--- config.mk ---
export PLATFORM = sky130hd
export DESIGN_NAME = packed_line_average_interpolator_unit_flat
export DESIGN_NICKNAME = d
export VERILOG_FILES = /design/src/hw/rtl/plai_pkg.sv /design/src/hw/rtl/plai_intf.sv /design/src/hw/rtl/packed_line_average_interpolator_unit.sv /design/src/hw/rtl/plai_mean_core.sv /design/src/flat_wrapper.sv
export SDC_FILE = /design/constraint.sdc
export NUM_CORES = 1
export LEC_CHECK = 0
export BUFFER_PORTS_ARGS = -buffer_cell sky130_fd_sc_hd__buf_2
export CAP_MARGIN = 20
export CORE_MARGIN = 2
export CORE_UTILIZATION = 55
export CTS_BUF_LIST = sky130_fd_sc_hd__clkbuf_4
export CTS_CLUSTER_DIAMETER = 150
export DETAILED_ROUTE_END_ITERATION = 7
export HOLD_SLACK_MARGIN = 0.05
export PLACE_DENSITY = 0.88
export SETUP_SLACK_MARGIN = 0.05
export SYNTH_ARGS = -nofsm -noshare
export SYNTH_HDL_FRONTEND = slang
export SYNTH_SLANG_ARGS = --single-unit
--- constraint.sdc ---
create_clock -name i_clk -period 7.1 [get_ports i_clk]
set_input_delay 0.71 -clock i_clk [delete_from_list [all_inputs] [get_ports i_clk]]
set_output_delay 0.71 -clock i_clk [all_outputs]
set_load 0.01 [all_outputs]
--- src/hw/rtl/plai_pkg.sv ---
// ----------------------------------------------------------------------------
// plai_pkg: shared types, format codes and helpers
// Beat types for the line average interpolator and the rounded-mean helpers
// used on each packed component.
// ----------------------------------------------------------------------------
`default_nettype none

package plai_pkg;

    localparam int WORD_BITS  = 32;
    localparam int GROUP_WORDS = 3;
    localparam int FMT_BITS   = 3;

    typedef logic [FMT_BITS-1:0] t_format;

    localparam t_format FMT_8BIT  = 3'd0;
    localparam t_format FMT_16BIT = 3'd1;
    localparam t_format FMT_V210  = 3'd2;
    localparam t_format FMT_R10K  = 3'd3;
    localparam t_format FMT_R12L  = 3'd4;
    localparam t_format FMT_COPY  = 3'd5;

    typedef logic [GROUP_WORDS-1:0][WORD_BITS-1:0] t_group;

    typedef struct packed {
        t_group     upper;
        t_group     lower;
        logic [1:0] valid_words;
    } t_in_beat;

    typedef struct packed {
        t_group mean;
        logic   interpolated;
    } t_out_beat;

    function automatic logic [7:0] mean_8(input logic [7:0] a, input logic [7:0] b);
        logic [8:0] s;
        s = {1'b0, a} + {1'b0, b} + 9'd1;
        return s[8:1];
    endfunction

    function automatic logic [9:0] mean_10(input logic [9:0] a, input logic [9:0] b);
        logic [10:0] s;
        s = {1'b0, a} + {1'b0, b} + 11'd1;
        return s[10:1];
    endfunction

    function automatic logic [11:0] mean_12(input logic [11:0] a, input logic [11:0] b);
        logic [12:0] s;
        s = {1'b0, a} + {1'b0, b} + 13'd1;
        return s[12:1];
    endfunction

    function automatic logic [15:0] mean_16(input logic [15:0] a, input logic [15:0] b);
        logic [16:0] s;
        s = {1'b0, a} + {1'b0, b} + 17'd1;
        return s[16:1];
    endfunction

    function automatic logic [31:0] swap_bytes(input logic [31:0] v);
        return {v[7:0], v[15:8], v[23:16], v[31:24]};
    endfunction

endpackage

`default_nettype wire

--- src/hw/rtl/plai_intf.sv ---
// ----------------------------------------------------------------------------
// plai_intf: valid/ready channels of the line average interpolator
// One interface for the input word groups, one for the result groups.
// ----------------------------------------------------------------------------
`default_nettype none

interface plai_in_if;
    logic        valid;
    logic        ready;
    logic [31:0] upper_word0;
    logic [31:0] upper_word1;
    logic [31:0] upper_word2;
    logic [31:0] lower_word0;
    logic [31:0] lower_word1;
    logic [31:0] lower_word2;
    logic [1:0]  valid_words;

    modport source (
        output valid, upper_word0, upper_word1, upper_word2,
               lower_word0, lower_word1, lower_word2, valid_words,
        input  ready
    );
    modport sink (
        input  valid, upper_word0, upper_word1, upper_word2,
               lower_word0, lower_word1, lower_word2, valid_words,
        output ready
    );
endinterface

interface plai_out_if;
    logic        valid;
    logic        ready;
    logic [31:0] mean_word0;
    logic [31:0] mean_word1;
    logic [31:0] mean_word2;
    logic        interpolated;

    modport source (
        output valid, mean_word0, mean_word1, mean_word2, interpolated,
        input  ready
    );
    modport sink (
        input  valid, mean_word0, mean_word1, mean_word2, interpolated,
        output ready
    );
endinterface

`default_nettype wire

--- src/hw/rtl/packed_line_average_interpolator_unit.sv ---
// Each accepted input beat is registered in the input register, averaged, and registered again in the result register.
// Throughput: one word group per cycle; input register and result register
// each advance whenever the stage after them is empty or being drained.
// Reset (synchronous, active low) empties both stages and sets the line
// format to 8-bit.
// ----------------------------------------------------------------------------
// packed_line_average_interpolator_unit: deinterlace line interpolator
// Averages packed components of the field lines above and below in a
// two-register pipeline with a format register written over the config port.
// ----------------------------------------------------------------------------
`default_nettype none

module packed_line_average_interpolator_unit
    import plai_pkg::*;
(
    input  var logic    i_clk,
    input  var logic    i_rst_n,
    input  var logic    i_cfg_we,
    input  var t_format i_cfg_data,
    plai_in_if.sink     i_in,
    plai_out_if.source  o_out
);

    t_format   r_line_format;
    logic      r_s1_valid;
    t_in_beat  r_s1_beat;
    logic      r_s2_valid;
    t_out_beat r_s2_beat;
    t_in_beat  in_beat;
    t_out_beat core_beat;
    logic      s1_ready;
    logic      s2_ready;

    assign in_beat.upper       = {i_in.upper_word2, i_in.upper_word1, i_in.upper_word0};
    assign in_beat.lower       = {i_in.lower_word2, i_in.lower_word1, i_in.lower_word0};
    assign in_beat.valid_words = i_in.valid_words;

    assign s2_ready   = !r_s2_valid || o_out.ready;
    assign s1_ready   = !r_s1_valid || s2_ready;
    assign i_in.ready = s1_ready;

    always_ff @(posedge i_clk) begin
        if (!i_rst_n) begin
            r_line_format <= FMT_8BIT;
        end else if (i_cfg_we) begin
            r_line_format <= i_cfg_data;
        end
    end

    always_ff @(posedge i_clk) begin
        if (!i_rst_n) begin
            r_s1_valid <= 1'b0;
            r_s2_valid <= 1'b0;
        end else begin
            if (s1_ready) begin
                r_s1_valid <= i_in.valid;
            end
            if (s2_ready) begin
                r_s2_valid <= r_s1_valid;
            end
        end
    end

    // hold payloads while the downstream stage stalls
    always_ff @(posedge i_clk) begin
        if (s1_ready && i_in.valid) begin
            r_s1_beat <= in_beat;
        end
        if (s2_ready && r_s1_valid) begin
            r_s2_beat <= core_beat;
        end
    end

    plai_mean_core u_core (
        .i_line_format (r_line_format),
        .i_beat        (r_s1_beat),
        .o_beat        (core_beat)
    );

    assign o_out.valid        = r_s2_valid;
    assign o_out.mean_word0   = r_s2_beat.mean[0];
    assign o_out.mean_word1   = r_s2_beat.mean[1];
    assign o_out.mean_word2   = r_s2_beat.mean[2];
    assign o_out.interpolated = r_s2_beat.interpolated;

endmodule

`default_nettype wire

--- src/hw/rtl/plai_mean_core.sv ---
// ----------------------------------------------------------------------------
// plai_mean_core: per-format component averaging
// Computes the rounded mean of every packed component for all layouts in
// parallel, picks the configured one and clears unused words.
// ----------------------------------------------------------------------------
`default_nettype none

module plai_mean_core
    import plai_pkg::*;
(
    input  var t_format   i_line_format,
    input  var t_in_beat  i_beat,
    output var t_out_beat o_beat
);

    t_group      w8;
    t_group      w16;
    t_group      wv210;
    t_group      wr10k;
    t_group      sx;
    t_group      sy;
    t_group      res;
    logic [95:0] up96;
    logic [95:0] lo96;
    logic [95:0] w12l;
    logic        flag;

    assign up96 = i_beat.upper;
    assign lo96 = i_beat.lower;

    for (genvar gi = 0; gi < GROUP_WORDS; gi++) begin : g_word
        for (genvar gl = 0; gl < 4; gl++) begin : g_byte
            assign w8[gi][gl*8 +: 8] =
                mean_8(i_beat.upper[gi][gl*8 +: 8], i_beat.lower[gi][gl*8 +: 8]);
        end
        for (genvar gh = 0; gh < 2; gh++) begin : g_half
            assign w16[gi][gh*16 +: 16] =
                mean_16(i_beat.upper[gi][gh*16 +: 16], i_beat.lower[gi][gh*16 +: 16]);
        end

        assign wv210[gi] = {
            mean_12(i_beat.upper[gi][31:20], i_beat.lower[gi][31:20]),
            mean_10(i_beat.upper[gi][19:10], i_beat.lower[gi][19:10]),
            mean_10(i_beat.upper[gi][9:0],   i_beat.lower[gi][9:0])
        };

        // R10k fields live in the byte-swapped word; swap back after averaging
        assign sx[gi] = swap_bytes(i_beat.upper[gi]);
        assign sy[gi] = swap_bytes(i_beat.lower[gi]);
        assign wr10k[gi] = swap_bytes({
            mean_10(sx[gi][31:22], sy[gi][31:22]),
            mean_10(sx[gi][21:12], sy[gi][21:12]),
            mean_10(sx[gi][11:2],  sy[gi][11:2]),
            2'b00
        });

        assign o_beat.mean[gi] = (2'(gi) < i_beat.valid_words) ? res[gi] : '0;
    end

    // R12L: eight 12-bit fields run LSB-first across the whole 96-bit group
    for (genvar gk = 0; gk < 8; gk++) begin : g_r12l
        assign w12l[gk*12 +: 12] = mean_12(up96[gk*12 +: 12], lo96[gk*12 +: 12]);
    end

    always_comb begin
        flag = 1'b1;
        case (i_line_format)
            FMT_8BIT:  res = w8;
            FMT_16BIT: res = w16;
            FMT_V210:  res = wv210;
            FMT_R10K:  res = wr10k;
            FMT_R12L:  res = w12l;
            FMT_COPY: begin
                res  = i_beat.upper;
                flag = 1'b0;
            end
            default: begin
                res  = i_beat.upper;
                flag = 1'b0;
            end
        endcase
    end

    assign o_beat.interpolated = flag;

endmodule

`default_nettype wire

--- src/flat_wrapper.sv ---
// flat-port wrapper written by rule: the top's interface ports become plain ports
module packed_line_average_interpolator_unit_flat import plai_pkg::*;
  (i_clk, i_rst_n, i_cfg_we, i_cfg_data, i_in_valid, i_in_upper_word0, i_in_upper_word1, i_in_upper_word2, i_in_lower_word0, i_in_lower_word1, i_in_lower_word2, i_in_valid_words, i_in_ready, o_out_valid, o_out_mean_word0, o_out_mean_word1, o_out_mean_word2, o_out_interpolated, o_out_ready);
  plai_in_if i_in_i ();
  plai_out_if o_out_i ();
  input  var logic i_clk;
  input  var logic i_rst_n;
  input  var logic i_cfg_we;
  input  var t_format i_cfg_data;
  input wire logic [$bits(i_in_i.valid)-1:0] i_in_valid;
  input wire logic [$bits(i_in_i.upper_word0)-1:0] i_in_upper_word0;
  input wire logic [$bits(i_in_i.upper_word1)-1:0] i_in_upper_word1;
  input wire logic [$bits(i_in_i.upper_word2)-1:0] i_in_upper_word2;
  input wire logic [$bits(i_in_i.lower_word0)-1:0] i_in_lower_word0;
  input wire logic [$bits(i_in_i.lower_word1)-1:0] i_in_lower_word1;
  input wire logic [$bits(i_in_i.lower_word2)-1:0] i_in_lower_word2;
  input wire logic [$bits(i_in_i.valid_words)-1:0] i_in_valid_words;
  output wire logic [$bits(i_in_i.ready)-1:0] i_in_ready;
  output wire logic [$bits(o_out_i.valid)-1:0] o_out_valid;
  output wire logic [$bits(o_out_i.mean_word0)-1:0] o_out_mean_word0;
  output wire logic [$bits(o_out_i.mean_word1)-1:0] o_out_mean_word1;
  output wire logic [$bits(o_out_i.mean_word2)-1:0] o_out_mean_word2;
  output wire logic [$bits(o_out_i.interpolated)-1:0] o_out_interpolated;
  input wire logic [$bits(o_out_i.ready)-1:0] o_out_ready;
  assign i_in_i.valid = i_in_valid;
  assign i_in_i.upper_word0 = i_in_upper_word0;
  assign i_in_i.upper_word1 = i_in_upper_word1;
  assign i_in_i.upper_word2 = i_in_upper_word2;
  assign i_in_i.lower_word0 = i_in_lower_word0;
  assign i_in_i.lower_word1 = i_in_lower_word1;
  assign i_in_i.lower_word2 = i_in_lower_word2;
  assign i_in_i.valid_words = i_in_valid_words;
  assign i_in_ready = i_in_i.ready;
  assign o_out_valid = o_out_i.valid;
  assign o_out_mean_word0 = o_out_i.mean_word0;
  assign o_out_mean_word1 = o_out_i.mean_word1;
  assign o_out_mean_word2 = o_out_i.mean_word2;
  assign o_out_interpolated = o_out_i.interpolated;
  assign o_out_i.ready = o_out_ready;
  packed_line_average_interpolator_unit u_core (.i_clk(i_clk), .i_rst_n(i_rst_n), .i_cfg_we(i_cfg_we), .i_cfg_data(i_cfg_data), .i_in(i_in_i), .o_out(o_out_i));
endmodule
Yosys cells after proc, flatten, opt, wreduce, memory -nomap -nowiden. Index checks and enable logic that the tools add are counted.

Bitwise logic cells: 0. Divide/modulo/power cells: 0. Reductions and logical operators: 8. Multiply operators: 0. Mux-type cells: 2. Order comparisons: 3. Equality and inequality tests: 4. Add/sub/neg operators: 86. Shift operators: 0.

Operator list (count): $pmux 96 s5 (1); $add 10x10->11 (15); $add 11x1->11 const B (15); $add 12x12->13 (10); $add 13x1->13 const B (10); $add 8x8->9 (12); $add 9x1->9 const B (12); $add 16x16->17 (6); $add 17x1->17 const B (6); $eq 3x2->1 const B (2); $reduce_or 5->1 (1); $lt 1x2->1 const A (2); $eq 3x1->1 const B (1); $eq 3x3->1 const B (1); $logic_not 3->1 (1); $logic_and 1x1->1 (2); $logic_not 1->1 (2); $logic_or 1x1->1 (2); $lt 2x2->1 const A (1); $mux 1 (1).

Bits in writable memories: 0. Memories: 0. ROM bits: 0. Output and inout bits: 99. Register bits after elaboration: 296. Bits of input ports: 202. Latch bits: 0.

Depth between registers and ports, before layout.
Word-level depth: 4. Depth in mapped cells: 11. Gate-level depth less buffers: 11.

By module. A second synthesis with hierarchy kept.

Cell total of the unflattened synthesis: 2557. Area, all modules: 22993.3 µm².

By module, submodules not included: plai_mean_core (seq. area each 0.0 µm², area each 14042.2 µm², instances 1, cells an instance 2248); packed_line_average_interpolator_unit (seq. area each 8838.5 µm², area each 8951.1 µm², instances 1, cells an instance 309).

Worst setup path before layout. No wires, ideal clock.

Kind: input to register. Start: input port o_out_ready. End: register u_core.r_s1_beat[0] in the netlist's numbering (enable). Setup slack: 1.160 ns. Stages on the path: 3. Setup time: 0.579 ns. Arrival time: 5.361 ns. Cell sequence: nor2b_1 -> nand2_1 -> and2_1.

Word-level cells in the longest chain between the ends: 3.

RTL lines: start, declared (line flat_wrapper.sv:24) `input wire logic [$bits(o_out_i.ready)-1:0] o_out_ready;`; $logic_or 1x1->1 (line packed_line_average_interpolator_unit.sv:38) `assign s2_ready = !r_s2_valid || o_out.ready;`; $logic_or 1x1->1 (line packed_line_average_interpolator_unit.sv:39) `assign s1_ready = !r_s1_valid || s2_ready;`; named net i_in_ready (line flat_wrapper.sv:18) `output wire logic [$bits(i_in_i.ready)-1:0] i_in_ready;`; $logic_and 1x1->1 (line packed_line_average_interpolator_unit.sv:66) `if (s1_ready && i_in.valid) begin`; end signal, assigned (line packed_line_average_interpolator_unit.sv:67) `r_s1_beat <= in_beat;`; end, declared (line packed_line_average_interpolator_unit.sv:26) `t_in_beat r_s1_beat;`.

The timed path passes the listed nets, and every way through them passes these cells. A chain may end at the register's enable or synchronous reset.

Worst setup path after layout.
Start: register u_core.r_line_format[0]. End: register u_core.r_s2_beat, in the netlist u_core.o_out.mean_word1[8] (data pin).

Word-level cells in the longest chain between the ends: 2.

RTL lines: start, declared (line packed_line_average_interpolator_unit.sv:24) `t_format r_line_format;`; start signal, assigned (line packed_line_average_interpolator_unit.sv:46) `r_line_format <= i_cfg_data;`; $eq 3x3->1, or another cell as far along (line plai_mean_core.sv:67) `case (i_line_format)`; $pmux 96 s5 * (line plai_mean_core.sv:67); end signal, assigned (line packed_line_average_interpolator_unit.sv:70) `r_s2_beat <= core_beat;`; end, declared (line packed_line_average_interpolator_unit.sv:28) `t_out_beat r_s2_beat;`.

Mark *: on every way between the ends. The rest lies on a longest branch, timed or not.

==> results.ini <==
[layout]
final_cell_mix=300 x buf_2, 291 x edfxtp_1, 243 x o21ai_0
final_nets=3301
fill_cells=3163
drive_gt1_share_pct=16.9
syn_to_final_growth_pct=20.5
layout_commonest_cell=buf_2

[clock_tree]
clkTransAtPathRegs_ps=70
cts-root-buf=clkbuf_4
hold_buffers=194
ctsResizeCount=0
tritoncts=yes
numCtsBuffers=82
h-tree-depth=3
post_cts_buffers=0
cts_sinks=296
clock_latency_ps=910
max-clock-path-buffers=3

[synthesis]
yosys.area_share.simple_pct=13.3
synth-compound-area-share_pct=27.1
synth_area_mm2=0.0228
ys_seq_area_share_pct=38.8
synth_xor_xnor_area_share_pct=4.57
synth_nets=2878
synth_top_family_by_area=compound AO/OA/AOI/OAI gates
synth_top_area_share_pct=38.3
ys_warn_count=0
postSynthAreaPerCell_um2=9.04
yosysTopAreaCell=edfxtp_1
yosysUniqueCellTypes=83
synth_area_leaders=edfxtp_1 38%, ha_1 6.9%, o21ai_0 5.3%, a21oi_1 5.3%, nand2_1 3.1%
synth-edff-count=291
synthMuxAreaShare_pct=1.21
synthArstFlopShare_pct=0
synth-seq-cells=296
synthFlopType=edfxtp_1
synth-adder-area-share_pct=9.29
syn_inst=2523

[place]
port-buffer-count=300
gp_congestion=0.983
hpwl_mm=56.9

[pwr]
vdd_ir_drop_max_mv=0.152
cellLeakagePower_nw=11.2
p_total_w=0.00550
power_density_mw_per_mm2=200

[route]
dr_wl_met2_mm=37.9
drt_first_pass_iters=7
first_iter_violations=3316
dr_total_vias=23529
ant_nets=0
drc=0
wl_per_cell_um=24.3
dr.max_layer_used=met5
dr_wl_met3_mm=11.2
viasPerCell=6.64
wl_met1_mm=32.0
routed_wl_mm=86.2

[critical_path]
crit_slowest_cell=nor3_2
rr_endpoint=u_core.o_out.mean_word1[8]$_SDFFCE_PN0P_
ff2ff_setup_slack_ps=3440
rr_worst_depth=8
setup.worst_path.start_class=flip-flop
arrival_ps=4360
r2r-start=u_core.r_line_format[0]$_SDFFE_PN0P_
worst-path-max-fanout=28
end_kind=flip-flop
path_cells=buf_4 > nor2_2 > buf_4 > nor3_2 > inv_1 > o22ai_1 > o21ai_0 > a221oi_1
endpoint=u_core.o_out.mean_word1[8]$_SDFFCE_PN0P_
startpoint=u_core.r_line_format[0]$_SDFFE_PN0P_
cpMostUsedCell=buf_4
crit_type=flip-flop to flip-flop
crit_required_ps=7800
cpPeakStageDelay_ps=980

[worst_hold_path]
min-delay-start=i_in_valid
hp-class=input port to flip-flop

[timing]
hold_viol=0
finalClockSkew_ps=82.0
max_slew_margin_pct=18.5
worst_pin_slew_ps=1220
fin_setup_tns_ps=0
post-route-period-util_pct=51.6
setup_viol=0
fin_crit_ps=3660
fmax_mhz=273
drv_slew=0
grt_setup_unrepaired=no

[global_routing]
grt_pass1_vias=23173
grt_overflow=0
antenna_found_initial=4
grt_max_degree=78
grt_pass1_wl_mm=130
grt_usage_pct=38.8

[floorplanning]
rows=74
io_pins=301
core_area_mm2=0.0408
die_area_mm2=0.0431
start_util_pct=55.8
die_w_um=208
die_h_um=208

[job]
drv_cap=0

[status]
outcome=finished, final reports clean

## sequential cells by signal (all words and copies together), names as in the netlist
name and flops:
u_core.r_s1_beat 194, u_core.o_out.mean_word0 32, u_core.o_out.mean_word1 32, u_core.o_out.mean_word2 32, u_core.r_line_format 3, u_core.o_out.interpolated 1, u_core.o_out.valid 1, u_core.r_s1_valid 1
## metrics by stage
step	std cells	util, %	hold slack (ps)	worst slack, ps	area, um2
floorplan	2523	-	477	1160	22800
global placement	3199	60.0	492	3710	24500
detailed placement	3199	60.0	527	3570	24500
CTS	3538	67.2	101	3650	27400
global route	3545	67.3	104	3290	27500
finish	3545	67.3	136	3440	27500
## report_power, final
part | internal, W | leakage (nW) | switching (W)
clock network | 0.000792 | 0.602 | 0.000826
logic | 0.000681 | 7.78 | 0.00105
registers | 0.00207 | 2.85 | 0.0000824
## layer usage
layer | track usage, % | vias up
met2 | 59.1 | 1840
li1 | - | 10324
met1 | 49.0 | 10957
met4 | 22.9 | 2
met5 | 0 | -
met3 | 11.4 | 406
## logic make-up (layout without fill, tap and decap cells)
family,Yosys count,after routing
buffers and inverters,334,818
xor gates and xnor gates,119,119
AOI/OAI and AO/OA,957,957
and+or+nand+nor,637,637
adders and majority gates,153,153
muxes,27,27
other,0,6
DFF,296,296
## synth_stat cells (22+ instances only)
cell type and n:
a211oi_1 38, a21o_1 60, a21oi_1 241, a221oi_1 32
a31oi_1 58, and2_1 23, buf_1 23, buf_2 24
clkbuf_1 135, edfxtp_1 291, fa_1 27, ha_1 126
inv_1 147, mux2i_1 22, nand2_1 189, nand2b_1 26
nand3_1 39, nor2_1 165, nor2b_1 48, nor3_1 45
o21a_1 34, o21ai_0 243, o221ai_1 25, o22ai_1 24
xnor2_1 75, xor2_1 44
## worst min path at each step
stage / to / cells after the start
3_5_place_dp: u_core.o_out.valid$_SDFFE_PN0P_ / 1
6_report: u_core.r_s1_valid$_SDFFE_PN0N_ / 3
3_3_place_gp: u_core.o_out.valid$_SDFFE_PN0P_ / 1
4_1_cts: u_core.r_line_format[1]$_SDFFE_PN0P_ / 3
5_1_grt: u_core.r_s1_valid$_SDFFE_PN0N_ / 3
2_1_floorplan: u_core.o_out.valid$_SDFFE_PN0P_ / 1
## cell type report
cell class	count	area [um2]	area share, %
Sequential cell	296	8840	32.2
Clock buffer	102	766	2.79
Clock inverter	43	254	0.925
Antenna cell	6	15.0	0.0547
Tap cell	532	666	2.42
Inverter	148	556	2.02
Timing Repair Buffer	525	3680	13.4
Multi-Input combinational cell	1893	12700	46.2
## worst max-delay path: cells and delay by family (launching register included)
kind | cells | cell delay [ps]
flip-flops | 1 | 810
AO/OA/AOI/OAI | 3 | 580
AND/OR/NAND/NOR | 2 | 1070
buffers and inverters | 3 | 1050
Power figures use the tool's default switching activity.
